## src/rtl/feg_ram.sv

```systemverilog
// ----------------------------------------------------------------------------
// feg_ram
// Simple dual-port RAM: one write port, one read port with registered data.
// ----------------------------------------------------------------------------
module feg_ram #(
  parameter int WIDTH = 8,
  parameter int DEPTH = 16
) (
  input  logic                     clk,
  input  logic                     we,
  input  logic [$clog2(DEPTH)-1:0] waddr,
  input  logic [WIDTH-1:0]         wdata,
  input  logic [$clog2(DEPTH)-1:0] raddr,
  output logic [WIDTH-1:0]         rdata
);
  logic [WIDTH-1:0] mem [DEPTH];

  always_ff @(posedge clk) begin
    if (we) begin
      mem[waddr] <= wdata;
    end
    rdata <= mem[raddr];
  end
endmodule

```

## config.mk

```make
export PLATFORM = sky130hd
export DESIGN_NAME = feg_ram
export DESIGN_NICKNAME = d
export VERILOG_FILES = /design/src/rtl/feg_ram.sv
export SDC_FILE = /design/constraint.sdc
export NUM_CORES = 1
export LEC_CHECK = 0
export ABC_AREA = 1
export BUFFER_PORTS_ARGS = -buffer_cell sky130_fd_sc_hd__clkbuf_2
export CAP_MARGIN = 5
export CORE_UTILIZATION = 44
export DETAILED_ROUTE_END_ITERATION = 12
export PLACE_DENSITY_LB_ADDON = 0.3
export SKIP_CTS_REPAIR_TIMING = 1
export SLEW_MARGIN = 0
export SYNTH_ARGS = -nofsm -noshare
export SYNTH_HDL_FRONTEND = slang
export SYNTH_SLANG_ARGS = --single-unit
```

## constraint.sdc

```tcl
create_clock -name clk -period 2.85 [get_ports clk]
set_input_delay 0.285 -clock clk [delete_from_list [all_inputs] [get_ports clk]]
set_output_delay 0.285 -clock clk [all_outputs]
set_load 0.03 [all_outputs]
```

==> results.md, run 1 <==
Timing:
- Setup total negative slack on the finished layout was measured at 0 ns.
- After layout, the worst setup slack is ~1.3 ns.
- Dividing the final minimum period by the clock period gives 55.3%.
- Setup repair after global routing left no endpoint under its margin.
- The worst clock skew is approximately 0.0069 ns.
- The highest achievable clock rate is approximately 0.63 GHz.
- For the pin with the worst max-slew slack, the measured transition is about 0.91 ns.
- The total count of max-transition violations in the final report was 0.
- The shortest clock period the worst path allows after layout is 1.58 ns.
- The final hold violation count is 0.
- The worst pin sits at a relative slew slack of 39.3%.
- Setup violations remaining at the end of the flow were counted as 0.

Setup path:
- Of all nets on the critical path, the largest fanout is 33.
- The worst setup path is launched from an input port.
- For the worst setup path, the data arrival time is 1.87 ns.
- The critical path in this run is classified as input port to flip-flop.
- The sort of element at the end of the critical path is a flip-flop.
- For the worst setup path, the data required time is 3.14 ns.

Synthesis:
- When the netlist entered floorplanning its net count stood at roughly 570.
- After synthesis the netlist holds a flip-flop and latch count of 136.
- After synthesis, the most frequently instantiated cells are nand2_1 (173), edfxtp_1 (128), inv_1 (100).
- Multiplexer cells account for 0% of the synthesized area.
- In this run, synthesis inferred between 100 and 150 flip-flops with an integrated enable.
- The largest total area in the synthesized netlist belongs to edfxtp_1.
- After synthesis, the largest family of logic cells by area is simple AND/OR/NAND/NOR gates.
- During synthesis, Yosys emitted a total of 0 warnings.
- The xor-xnor portion of the synthesized cell area is 0%.
- In the synthesized netlist the async set-or-reset flop fraction comes to 0%.
- The most used standard cell by instance count after synthesis is nand2_1.
- After Yosys synthesis, full adders, half adders and majority gates account for 0% of the synthesized area.
- In the synthesized netlist, the number of instances is 551.
- The count of distinct cell types in the synthesized netlist is 12.
- The most used flip-flop cell after synthesis is edfxtp_1.
- By area the synthesized netlist is led by edfxtp_1 (67%), nand2_1 (11%), nand3_1 (8.4%).
- The synthesized netlist occupies a cell area of ~5800 sq um.
- The area fraction in compound gates after synthesis is 0%.
- The fraction of the mapped netlist area in simple logic gates is between 20% and 30%.
- Dividing the synthesized area by the synthesized cell count gives roughly 10 sq um.
- The register area share after synthesis is between 60% and 70%.
- After synthesis, the largest area contributor takes up between 60 and 70% of total cell area.

CTS:
- The clock latency on the worst-skew pair is between 0.4 and 0.5 ns.
- The tree is rooted in a clkbuf_16.
- The H-tree was split into 4 levels.
- For this design, the sink count on the clock tree is 136.
- The CTS buffer count is 17.
- The longest clock path from root to sink contains 2 buffers.
- The TritonCTS clock tree is built.
- Clock-pin slew was measured on the worst setup and hold paths at around 0.05 ns.

Finish:
- The diode insertion count for antenna repair is 0.
- The final net count is a little under 600.
- Once layout is done, the placed cells without fillers occupy around 6500 sq um.
- The post-route netlist has 9.52% of its cells at a drive strength greater than 1.
- The area of combinational cells with multiple inputs is approximately 1200 sq um.
- The total area of sequential cells is approximately 4000 sq um.
- Compared with the post-synthesis result, the final layout area differs by 13.0%.
- The layout has 1190 filler cells.

Power and ir drop:
- Power spread over the standard cell area amounts to around 700 nW/um^2.
- The leakage power total is 0.00281 uW.
- The maximum VDD drop is 0.000488 V.

Place:
- The worst setup timing slack at the placement stage is approximately 0.86 ns.
- Routability-driven placement finished with a final weighted congestion of around 0.86.
- The post-detailed-placement half-perimeter wirelength is between 7 and 8 mm.
- The cell area after placement is 5970 sq um.
- Input and output buffers added on the ports amount to 25.

Min path:
- The class of the worst hold path is input port to flip-flop.

Detailed routing:
- The iteration-0 DRC count of the detailed router is around 250.
- In the routed design, unresolved DRC markers number 0.
- For this run, the detailed router's first-pass iteration total came to 5.
- The total routed wirelength is ~12 mm.
- In this run the remaining antenna-violating nets after routing total 0.
- Dividing the detail-routed wire length by the instance count gives around 16 microns.
- Detailed routing inserted a total of between 3000 and 4000 vias.
- The vias per cell is 4.93.

Global routing:
- The via count of the first global-routing pass was around 3500.
- The number of antenna violations at the first check in global routing is 0.
- Entering global routing, the biggest net connects 34 pins.
- The first global-routing pass estimated between 15 and 20 mm of wire.
- The total routing usage reported by global routing is 20.7%.
- After global routing the overflow that remains totals 0.

Job:
- The max-capacitance violation count is 0.

Die:
- After floorplanning, the core was sized to cover around 13000 sq um.
- After floorplanning, the core was divided into 41 placement rows.
- For this design the top-level I/O count stands at 26.
- The die extent in x is around 120 microns.
- The die extent in y is between 100 and 150 microns.
- Once the floorplan was initialized, standard cells occupied ~45% of the core.
- The overall die area is approximately 14000 sq um.

Run status:
- The run finished with clean final reports.
==> worst max-delay path: stages <==
cell,delay [ns]
clkbuf_2,0.53
buf_4,0.45
nand2_1,0.09
nand3_1,0.10
nand3_1,0.12
nand3_1,0.16
nand2_1,0.10
==> layout make-up <==
class | count | area share (%)
Sequential cell | 136 | 61.5
Multi-Input combinational cell | 289 | 18.6
Clock buffer | 19 | 6.64
Inverter | 102 | 5.88
Tap cell | 172 | 3.30
Timing Repair Buffer | 29 | 2.38
Clock inverter | 13 | 1.71
==> final timing paths <==
kind / startpoint / end / slack (ns) / cells past startpoint
worst max-delay path: raddr[0] / rdata[4]$_DFF_P_ / 1.27 / 7
worst max register to register: mem[1][5]$_DFFE_PP_ / rdata[5]$_DFF_P_ / 1.77 / 6
worst min-delay path: raddr[3] / rdata[0]$_DFF_P_ / 0.26 / 3
worst min register to register: mem[12][2]$_DFFE_PP_ / rdata[2]$_DFF_P_ / 0.66 / 6
==> flip-flops by register name, indices dropped and copies added (netlist names) <==
register	count
mem	128
rdata	8
==> stage by stage <==
stage	total power (uW)	cells	hold slack, ns	utilization (%)
global placement	2570	728	0.656	46.9
finish	4550	760	0.265	51.2
global route	4700	760	0.265	51.2
floorplan	2470	551	0.384	-
CTS	4580	760	0.242	51.2
detailed placement	2580	728	0.650	46.9
==> layer usage <==
metal  routed length, microns  track usage (%)  vias up
li1                         -                -     1820
met1                     5580             27.7     1778
met5                        0                0        -
met4                      227             8.55        0
met3                      831             6.12       17
met2                     5840             31.8      134
==> logic make-up after synthesis <==
group,Yosys count
buffers and inverters,126
and+or+nand+nor,289
DFF,136
==> placed cells by master (no fill, tap or decap) <==
| cell | n |
|---|---|
| nand3b_1 | 2 |
| inv_1 | 100 |
| nand2_1 | 173 |
| clkbuf_1 | 2 |
| bufinv_16 | 2 |
| edfxtp_1 | 128 |
| clkbuf_16 | 17 |
| clkinv_2 | 5 |
| clkinvlp_4 | 1 |
| nor2_1 | 17 |
| dfxtp_1 | 8 |
| nand3_1 | 97 |
| clkbuf_2 | 25 |
| inv_2 | 2 |
| buf_4 | 4 |
| clkinv_1 | 5 |
==> where the power goes <==
part	internal [uW]	switching [uW]	total, uW
Sequential	2240	15.5	2250
Combinational	71.5	209	281
Clock	1260	759	2020
(Power assumes the default switching activity.)
==> run 2: changes to the inputs <==
ABC_AREA = 0   (was 1)
clock period = 1.6 ns   (was 2.85 ns; I/O delays follow)
==> run 2 against run 1 <==
  * Die area is 11% lower
  * Non-clock buffer count is 18 higher
  * Count of clock-buffer cells in the layout is 1 lower
  * Critical path depth is 4 lower
  * Clock skew is 0.0011 ns lower
  * Cell area is 5.6% lower
  * Sequential power is 78% higher
  * Critical endpoint is now rdata[7]$_DFF_P_
==> results.md, run 2 <==
Timing:
- The total of endpoints with negative setup slack in the final report is 0 (unchanged).
- The post-route worst setup slack is 0.270 ns (-1.00 ns).
- The slew at the pin closest to its max-slew limit is 0.482 ns (-0.425 ns).
- For this run, the top clock speed supported by timing is 0.752 GHz.
- Setup repair after global routing left no endpoint under its margin.
- The final hold violation count is 0 (unchanged).
- The worst clock skew is 0.00584 ns (-0.00110 ns).
- The final sum of negative setup slack is 0 ns (unchanged).
- The total count of max-transition violations in the final report is 0 (unchanged).
- After layout, the worst path uses 83.1% of the clock period.
- The headroom to the max-slew limit was 67.9% (+29 points).
- The clock period could shrink to roughly 1.3 ns.
- The worst hold margin is 0.182 ns (-0.0830 ns).

Synthesis:
- The net count after synthesis is 247 (-57%).
- The fraction of the mapped netlist area in simple logic gates is 3.18% (-18 points).
- The number of enable-type register cells in the synthesized netlist came to 128 (unchanged).
- The area fraction in compound gates after synthesis is 2.33% (+2.3 points).
- The count of yosys warnings during synthesis is 0 (unchanged).
- In the synthesized netlist the dominant register cell turns out to be edfxtp_1.
- The per-instance average area after synthesis came to 22.5 sq um (+110%).
- The gate count after technology mapping came to 229 (-58%).
- edfxtp_1 takes more of the synthesized area than any other cell.
- The mux contribution to synthesized area was 15.0% (+15 points).
- The area fraction of the dominant cell type after synthesis is 74.7% (+8.0 points).
- The register area share after synthesis is 77.8% (+8.4 points).
- Ranked by instance count, the synthesized netlist is headed by edfxtp_1 (128), mux4_2 (18), a22oi_1 (16).
- The share of flip-flops with an asynchronous set or reset is 0% (unchanged).
- The count of distinct cell types in the synthesized netlist is 19 (+7).
- The flip-flop and latch count after synthesis is 136 (unchanged).
- By area the synthesized netlist is led by edfxtp_1 (75%), mux4_2 (7.9%), mux4_1 (7.1%).
- The cell area after synthesis is 5150 sq um (-11%).
- The adder and majority gate portion of the synthesized area is 0% (unchanged).
- Among all cell types in the netlist, the one instantiated most often is edfxtp_1.
- After synthesis, the largest family of logic cells by area is multiplexers.
- The xor-xnor portion of the synthesized cell area is 0% (unchanged).

Setup path:
- The arrival time at the worst endpoint is 1.62 ns (-0.25 ns).
- The master of the slowest instance on the critical path is mux4_2.
- Traced cell by cell, the critical path runs through mux4_2 -> a22oi_1 -> nand2_1.
- The data required time of the worst path is 1.89 ns (-1.25 ns).
- The largest incremental delay on the critical path came to 0.46 ns (-0.07 ns).
- The count of cells along the worst register-to-register path is 3 (-3).
- The category of the critical setup timing path is flip-flop to flip-flop.
- STA classifies the critical path startpoint as a flip-flop.
- The sort of element at the end of the critical path is a flip-flop.
- The largest fanout on the critical path came to 1 (-97%).

Finish:
- The number of flip-flops under the largest register name was 128 (unchanged).
- The final instance area is 6150 sq um (-5.6%).
- The layout cell share with drive strength beyond 1 came to 32.9% (+23 points).
- The largest registers in the layout are mem (128), rdata (8).
- More flip-flops sit in one register than any other, and that register is mem.
- The top cell types in the final layout, fill and taps aside, are edfxtp_1 (128), clkbuf_2 (25), buf_4 (19), mux4_2 (18), clkbuf_16 (17).
- The diode insertion count for antenna repair is 0 (unchanged).
- The final net count came to 303 (-49%).
- The layout overhead on the synthesized area is 19.5%.
- The number of inserted filler cells in the final layout was 894 (-25%).
- The most common cell after layout, fill and taps aside is edfxtp_1.

Die:
- The row count is 39 (-4.9%).
- The count of pins on the block boundary is 26 (unchanged).
- The die extent in y is 110 microns (-5.4%).
- The die extent in x came to 110 microns (-5.4%).
- The overall die area came to 12100 sq um (-11%).
- The starting utilization of the core area is 45.1% (-0.25 points).
- The placeable core region is 11400 sq um (-10%).

Min path:
- The class of the worst hold path is input port to flip-flop.
- The worst hold path cell count was 1 (-2).

Global routing:
- The first-pass GRT wire length is 14.2 mm (-27%).
- The number of antenna violations at the first check in global routing is 0 (unchanged).
- The final global-route overflow total was 0 (unchanged).
- The via count of the first global-routing pass is 2467 (-30%).
- The total routing usage reported by global routing is 17.6% (-3.2 points).
- The maximum number of pins on one net before global-route repair was 33 (-2.9%).

Job:
- The max-capacitance violation count is 0 (unchanged).

CTS:
- The CTS buffer count came to 17 (unchanged).
- The clock edge transition at the registers on the reported setup and hold paths is 0.06 ns (about the same).
- The clock latency on the worst-skew pair was 0.40 ns (-0.02 ns).
- The maximum number of buffers from clock root to sink is 2 (unchanged).
- The number of levels the H-tree was split into is 4 (unchanged).
- The CTS sink count is 136 (unchanged).
- In this run the clock root is driven by a clkbuf_16.
- The TritonCTS clock tree is built.

Detailed routing:
- The total routed wirelength is 9.24 mm (-26%).
- The detail-routed net length per standard cell is 21.0 microns (+28%).
- The number of nets with antenna violations after routing is 0 (unchanged).
- The iteration-0 DRC count of the detailed router is 140 (-43%).
- The final routed DRC violation total is 0 (unchanged).
- The via count of the routed design is 2403 (-36%).
- The number of detailed-route iterations in the first pass came to 4 (-1).
- The vias per cell is 5.45 (+10%).

Place:
- The cell area after placement is 5570 sq um (-6.7%).
- The worst setup timing slack at the placement stage is 0.00373 ns (-0.854 ns).
- The post-detailed-placement half-perimeter wirelength is 5.88 mm (-23%).
- The final estimated routing congestion in global placement is 0.710 (-17%).
- The number of port buffers came to 25 (unchanged).

Power and ir drop:
- The leakage power total was 0.00210 uW (-25%).
- The maximum VDD drop came to 0.000816 V (+67%).
- The total power density per cell area is 1330 nW/um^2 (+90%).
- The final total power was 8150 uW (+79%).

Run status:
- The flow ran to the end, and the final reports show no timing, DRC or antenna violations.
-- run 2: cell count changes after synthesis, sizes merged, moves of 4 or more --
cell | previous run | this run
buf | 24 | 7
nor3 | 0 | 4
a22oi | 0 | 16
inv | 102 | 0
nand2 | 173 | 9
nor2 | 17 | 13
mux4 | 0 | 32
nand3 | 97 | 1
-- run 2: per-stage QoR --
stage / utilization, % / std cells
floorplan: - / 229
global placement: 48.8 / 409
detailed placement: 48.8 / 409
CTS: 53.9 / 441
global route: 53.9 / 441
finish: 53.9 / 441
-- run 2: kinds of logic (layout without fill, tap and decap cells) --
group           count (synthesis)  after routing
compound gates                 16             16
buf+inv                        10             79
flops                         136            136
mux                            32             32
simple gates                   35             35
-- run 2: layout make-up --
| cell class | instances | area, sq um | area share, % |
|---|---|---|---|
| Timing Repair Buffer | 47 | 328 | 5.33 |
| Clock inverter | 14 | 151 | 2.46 |
| Sequential cell | 136 | 4000 | 65.1 |
| Clock buffer | 18 | 429 | 6.97 |
| Tap cell | 143 | 179 | 2.91 |
| Multi-Input combinational cell | 83 | 1060 | 17.3 |
-- run 2: power breakdown --
part / switching, uW / internal [uW] / total [uW]
Clock: 1440 / 2300 / 3740
Sequential: 22.3 / 3980 / 4010
Combinational: 245 / 168 / 413
Total: 1700 / 6450 / 8150
-- run 2: final timing paths --
kind                              from  slack, ns             endpoint
hold reg to reg   mem[15][1]$_DFFE_PP_       0.67     rdata[1]$_DFF_P_
setup reg to reg   mem[3][7]$_DFFE_PP_       0.27     rdata[7]$_DFF_P_
hold / removal                wdata[0]       0.18  mem[1][0]$_DFFE_PP_
setup / recovery   mem[3][7]$_DFFE_PP_       0.27     rdata[7]$_DFF_P_
-- run 2: worst max-delay path: cells and delay by family (launching register included) --
kind	cells	cell delay (ns)
mux	1	0.46
flops	1	0.35
simple gates	1	0.09
compound gates	1	0.31
-- run 2: per-layer routing --
layer | part of all wire, % | track usage [%] | wire, microns
met1 | 44 | 23.5 | 4030
met2 | 50 | 27.4 | 4600
met3 | 4.8 | 4.29 | 448
met4 | 1.7 | 8.18 | 159
met5 | 0 | 0 | 0
==> run 3: changes to the inputs <==
ABC_AREA = 1   (was 0)
clock period = 1.15 ns   (was 1.6 ns; I/O delays follow)
==> run 3 against run 2 <==
  * Die area increased by 12%
  * Count of clock-buffer cells in the layout is 1 lower
  * Global-route usage grew 3.5 points
  * Critical path type is now flip-flop to output port
==> results.md, run 3 (synthesized netlist as in run 1, its figures left out) <==
Detailed routing:
- The via count of the routed design is 3823 (+59%).
- The total routed wirelength is 12.8 mm (+38%).
- The final routed DRC violation total is 0 (unchanged).
- The number of nets with antenna violations after routing came to 0 (unchanged).
- The number of detailed-route iterations in the first pass was 5 (+1).
- The vias per cell is 4.88 (-11%).
- The iteration-0 DRC count of the detailed router is 349 (+150%).
- The detail-routed net length per standard cell is 16.3 microns (-22%).

Die:
- The overall die area is 13600 sq um (+12%).
- The die extent in y is 116 microns (+5.7%).
- The starting utilization of the core area was 45.3% (+0.25 points).
- The die extent in x is 116 microns (+5.7%).
- The row count is 41 (+5.1%).
- The placeable core region is 12700 sq um (+11%).
- The count of pins on the block boundary came to 26 (unchanged).

Timing:
- The post-route worst setup slack is 0.0377 ns (-0.233 ns).
- The final hold violation count is 0 (unchanged).
- The worst clock skew came to 0.00733 ns (+0.00149 ns).
- The shortest clock period the worst path allows after layout is 1.11 ns.
- The final cycle utilization of the critical path is about 97%.
- The slew at the pin closest to its max-slew limit came to 0.427 ns (-0.0547 ns).
- The worst hold margin was 0.167 ns (-0.0148 ns).
- The total of endpoints with negative setup slack in the final report was 0 (unchanged).
- Setup repair after global routing left no endpoint under its margin.
- The total count of max-transition violations in the final report came to 0 (unchanged).
- The highest achievable clock rate is 0.899 GHz.
- The headroom to the max-slew limit was 71.5% (+3.6 points).

Finish:
- The layout overhead on the synthesized area is 18.1%.
- The final instance area was 6810 sq um (+11%).
- The number of inserted filler cells in the final layout is 1103 (+23%).
- The most common cell after layout, fill and taps aside is nand2_1.
- The largest registers in the layout are mem (128), rdata (8).
- The layout cell share with drive strength beyond 1 is 14.4% (-19 points).
- Counting flops per register, the top entry is mem.
- The final instance count without filler cells is 784 (+78%).
- The final net count is 617 (+100%).
- In the layout the commonest cells are nand2_1 (173), edfxtp_1 (128), inv_1 (100), nand3_1 (96), clkbuf_2 (25).
- The number of flip-flops under the largest register name is 128 (unchanged).
- The diode insertion count for antenna repair is 0 (unchanged).

Global routing:
- The via count of the first global-routing pass is 3835 (+55%).
- The maximum number of pins on one net before global-route repair is 33 (unchanged).
- The final global-route overflow total is 0 (unchanged).
- The first-pass GRT wire length is 20.3 mm (+43%).
- The total routing usage reported by global routing is 21.1% (+3.5 points).
- The number of antenna violations at the first check in global routing came to 0 (unchanged).

Setup path:
- The worst setup path is captured at an output port.
- The largest incremental delay on the critical path is 0.36 ns (-0.10 ns).
- The arrival time at the worst endpoint is 1.00 ns (-0.62 ns).
- The critical path buffer and inverter count came to 1 (+1).
- Traced cell by cell, the critical path runs through clkbuf_2.
- The largest fanout on the critical path is 1 (unchanged).
- The worst setup path is of the flip-flop to output port kind.
- The most critical setup path has its startpoint at rdata[4]$_DFF_P_.
- The data required time of the worst path is 1.03 ns (-0.86 ns).
- The master of the slowest instance on the critical path is dfxtp_1.
- The worst register-to-register path begins at mem[5][4]$_DFFE_PP_.
- STA classifies the critical path startpoint as a flip-flop.
- Broken down by cell family, the worst path's largest delay share belongs to flip-flops.

Place:
- The worst setup timing slack at the placement stage was -0.0729 ns (-0.0766 ns).
- The number of port buffers is 25 (unchanged).
- The final estimated routing congestion in global placement is 0.884 (+25%).
- The post-detailed-placement half-perimeter wirelength came to 7.77 mm (+32%).
- The placed instance count is 752 (+84%).
- The cell area after placement is 6230 sq um (+12%).

Power and ir drop:
- The final total power was 11600 uW (+43%).
- The net switching share of the total power is 23.0% (+2.1 points).
- The total power density per cell area is 1710 nW/um^2 (+29%).
- The maximum VDD drop is 0.00132 V (+62%).
- The share of total power in combinational logic was 6.7% (+1.6 points).
- The cell-internal power is 8970 uW (+39%).
- The leakage power total came to 0.00297 uW (+42%).
- The part of the power in registers is 47.9% (-1.2 points).
- The part of the power in the clock network was 45.4% (-0.4 points).
- The switching power is 2670 uW (+57%).

Run status:
- The run finished with clean final reports.

CTS:
- The CTS buffer count was 17 (unchanged).
- The number of levels the H-tree was split into is 4 (unchanged).
- The clock edge transition at the registers on the reported setup and hold paths is 0.06 ns (about the same).
- The clock latency on the worst-skew pair came to 0.42 ns (+0.02 ns).
- The root buffer cell chosen for the clock tree is clkbuf_16.
- TritonCTS built the clock tree.
- The CTS sink count is 136 (unchanged).
- The maximum number of buffers from clock root to sink is 2 (unchanged).

Min path:
- The startpoint identified for the worst hold timing path is raddr[3].
- The class of the worst hold path is input port to flip-flop.

Job:
- The max-capacitance violation count is 0 (unchanged).
==> run 3: changes by cell type in the layout (fill, tap and decap cells not counted), moves of 4 or more <==
cell     previous run  this run
nand2_1             9       173
inv_1               0       100
nand3_1             1        96
mux4_2             18         0
a22oi_1            16         0
mux4_1             14         0
nor2_1             13        17
==> run 3: layer usage <==
layer	vias to the layer above	routed length (microns)	global-route usage (%)
met5	-	0	0
met4	0	453	10.9
met3	33	753	4.77
met2	137	5930	34.3
met1	1787	5640	26.5
li1	1866	-	-
==> run 3: path summary, 6_finish.rpt <==
kind,endpoint,slack (ns),cells past startpoint
min,rdata[2]$_DFF_P_,0.17,4
min reg2reg,rdata[2]$_DFF_P_,0.66,6
max,rdata[4],0.04,1
max reg2reg,rdata[4]$_DFF_P_,0.11,6
==> run 3: area by class of cell <==
cell class	count	area (sq um)	area share, %
Tap cell	172	215	3.16
Inverter	102	383	5.62
Clock buffer	17	425	6.25
Multi-Input combinational cell	289	1220	17.9
Timing Repair Buffer	53	410	6.03
Clock inverter	15	154	2.26
Sequential cell	136	4000	58.8
==> run 3: through the flow <==
step / TNS (ns) / utilization, %
after global routing: 0 / 53.5
after global placement: -0.170 / 48.9
after detailed placement: -0.253 / 48.9
final: 0 / 53.5
after CTS: 0 / 53.5
after floorplan: 0 / -
==> run 3: power groups by stage <==
stage	clock network [uW]	logic, uW	registers (uW)
after floorplan	0	391	5740
after detailed placement	0	774	5680
final	5280	781	5580
after CTS	5310	783	5580
after global placement	0	767	5680
after global routing	5520	863	5590
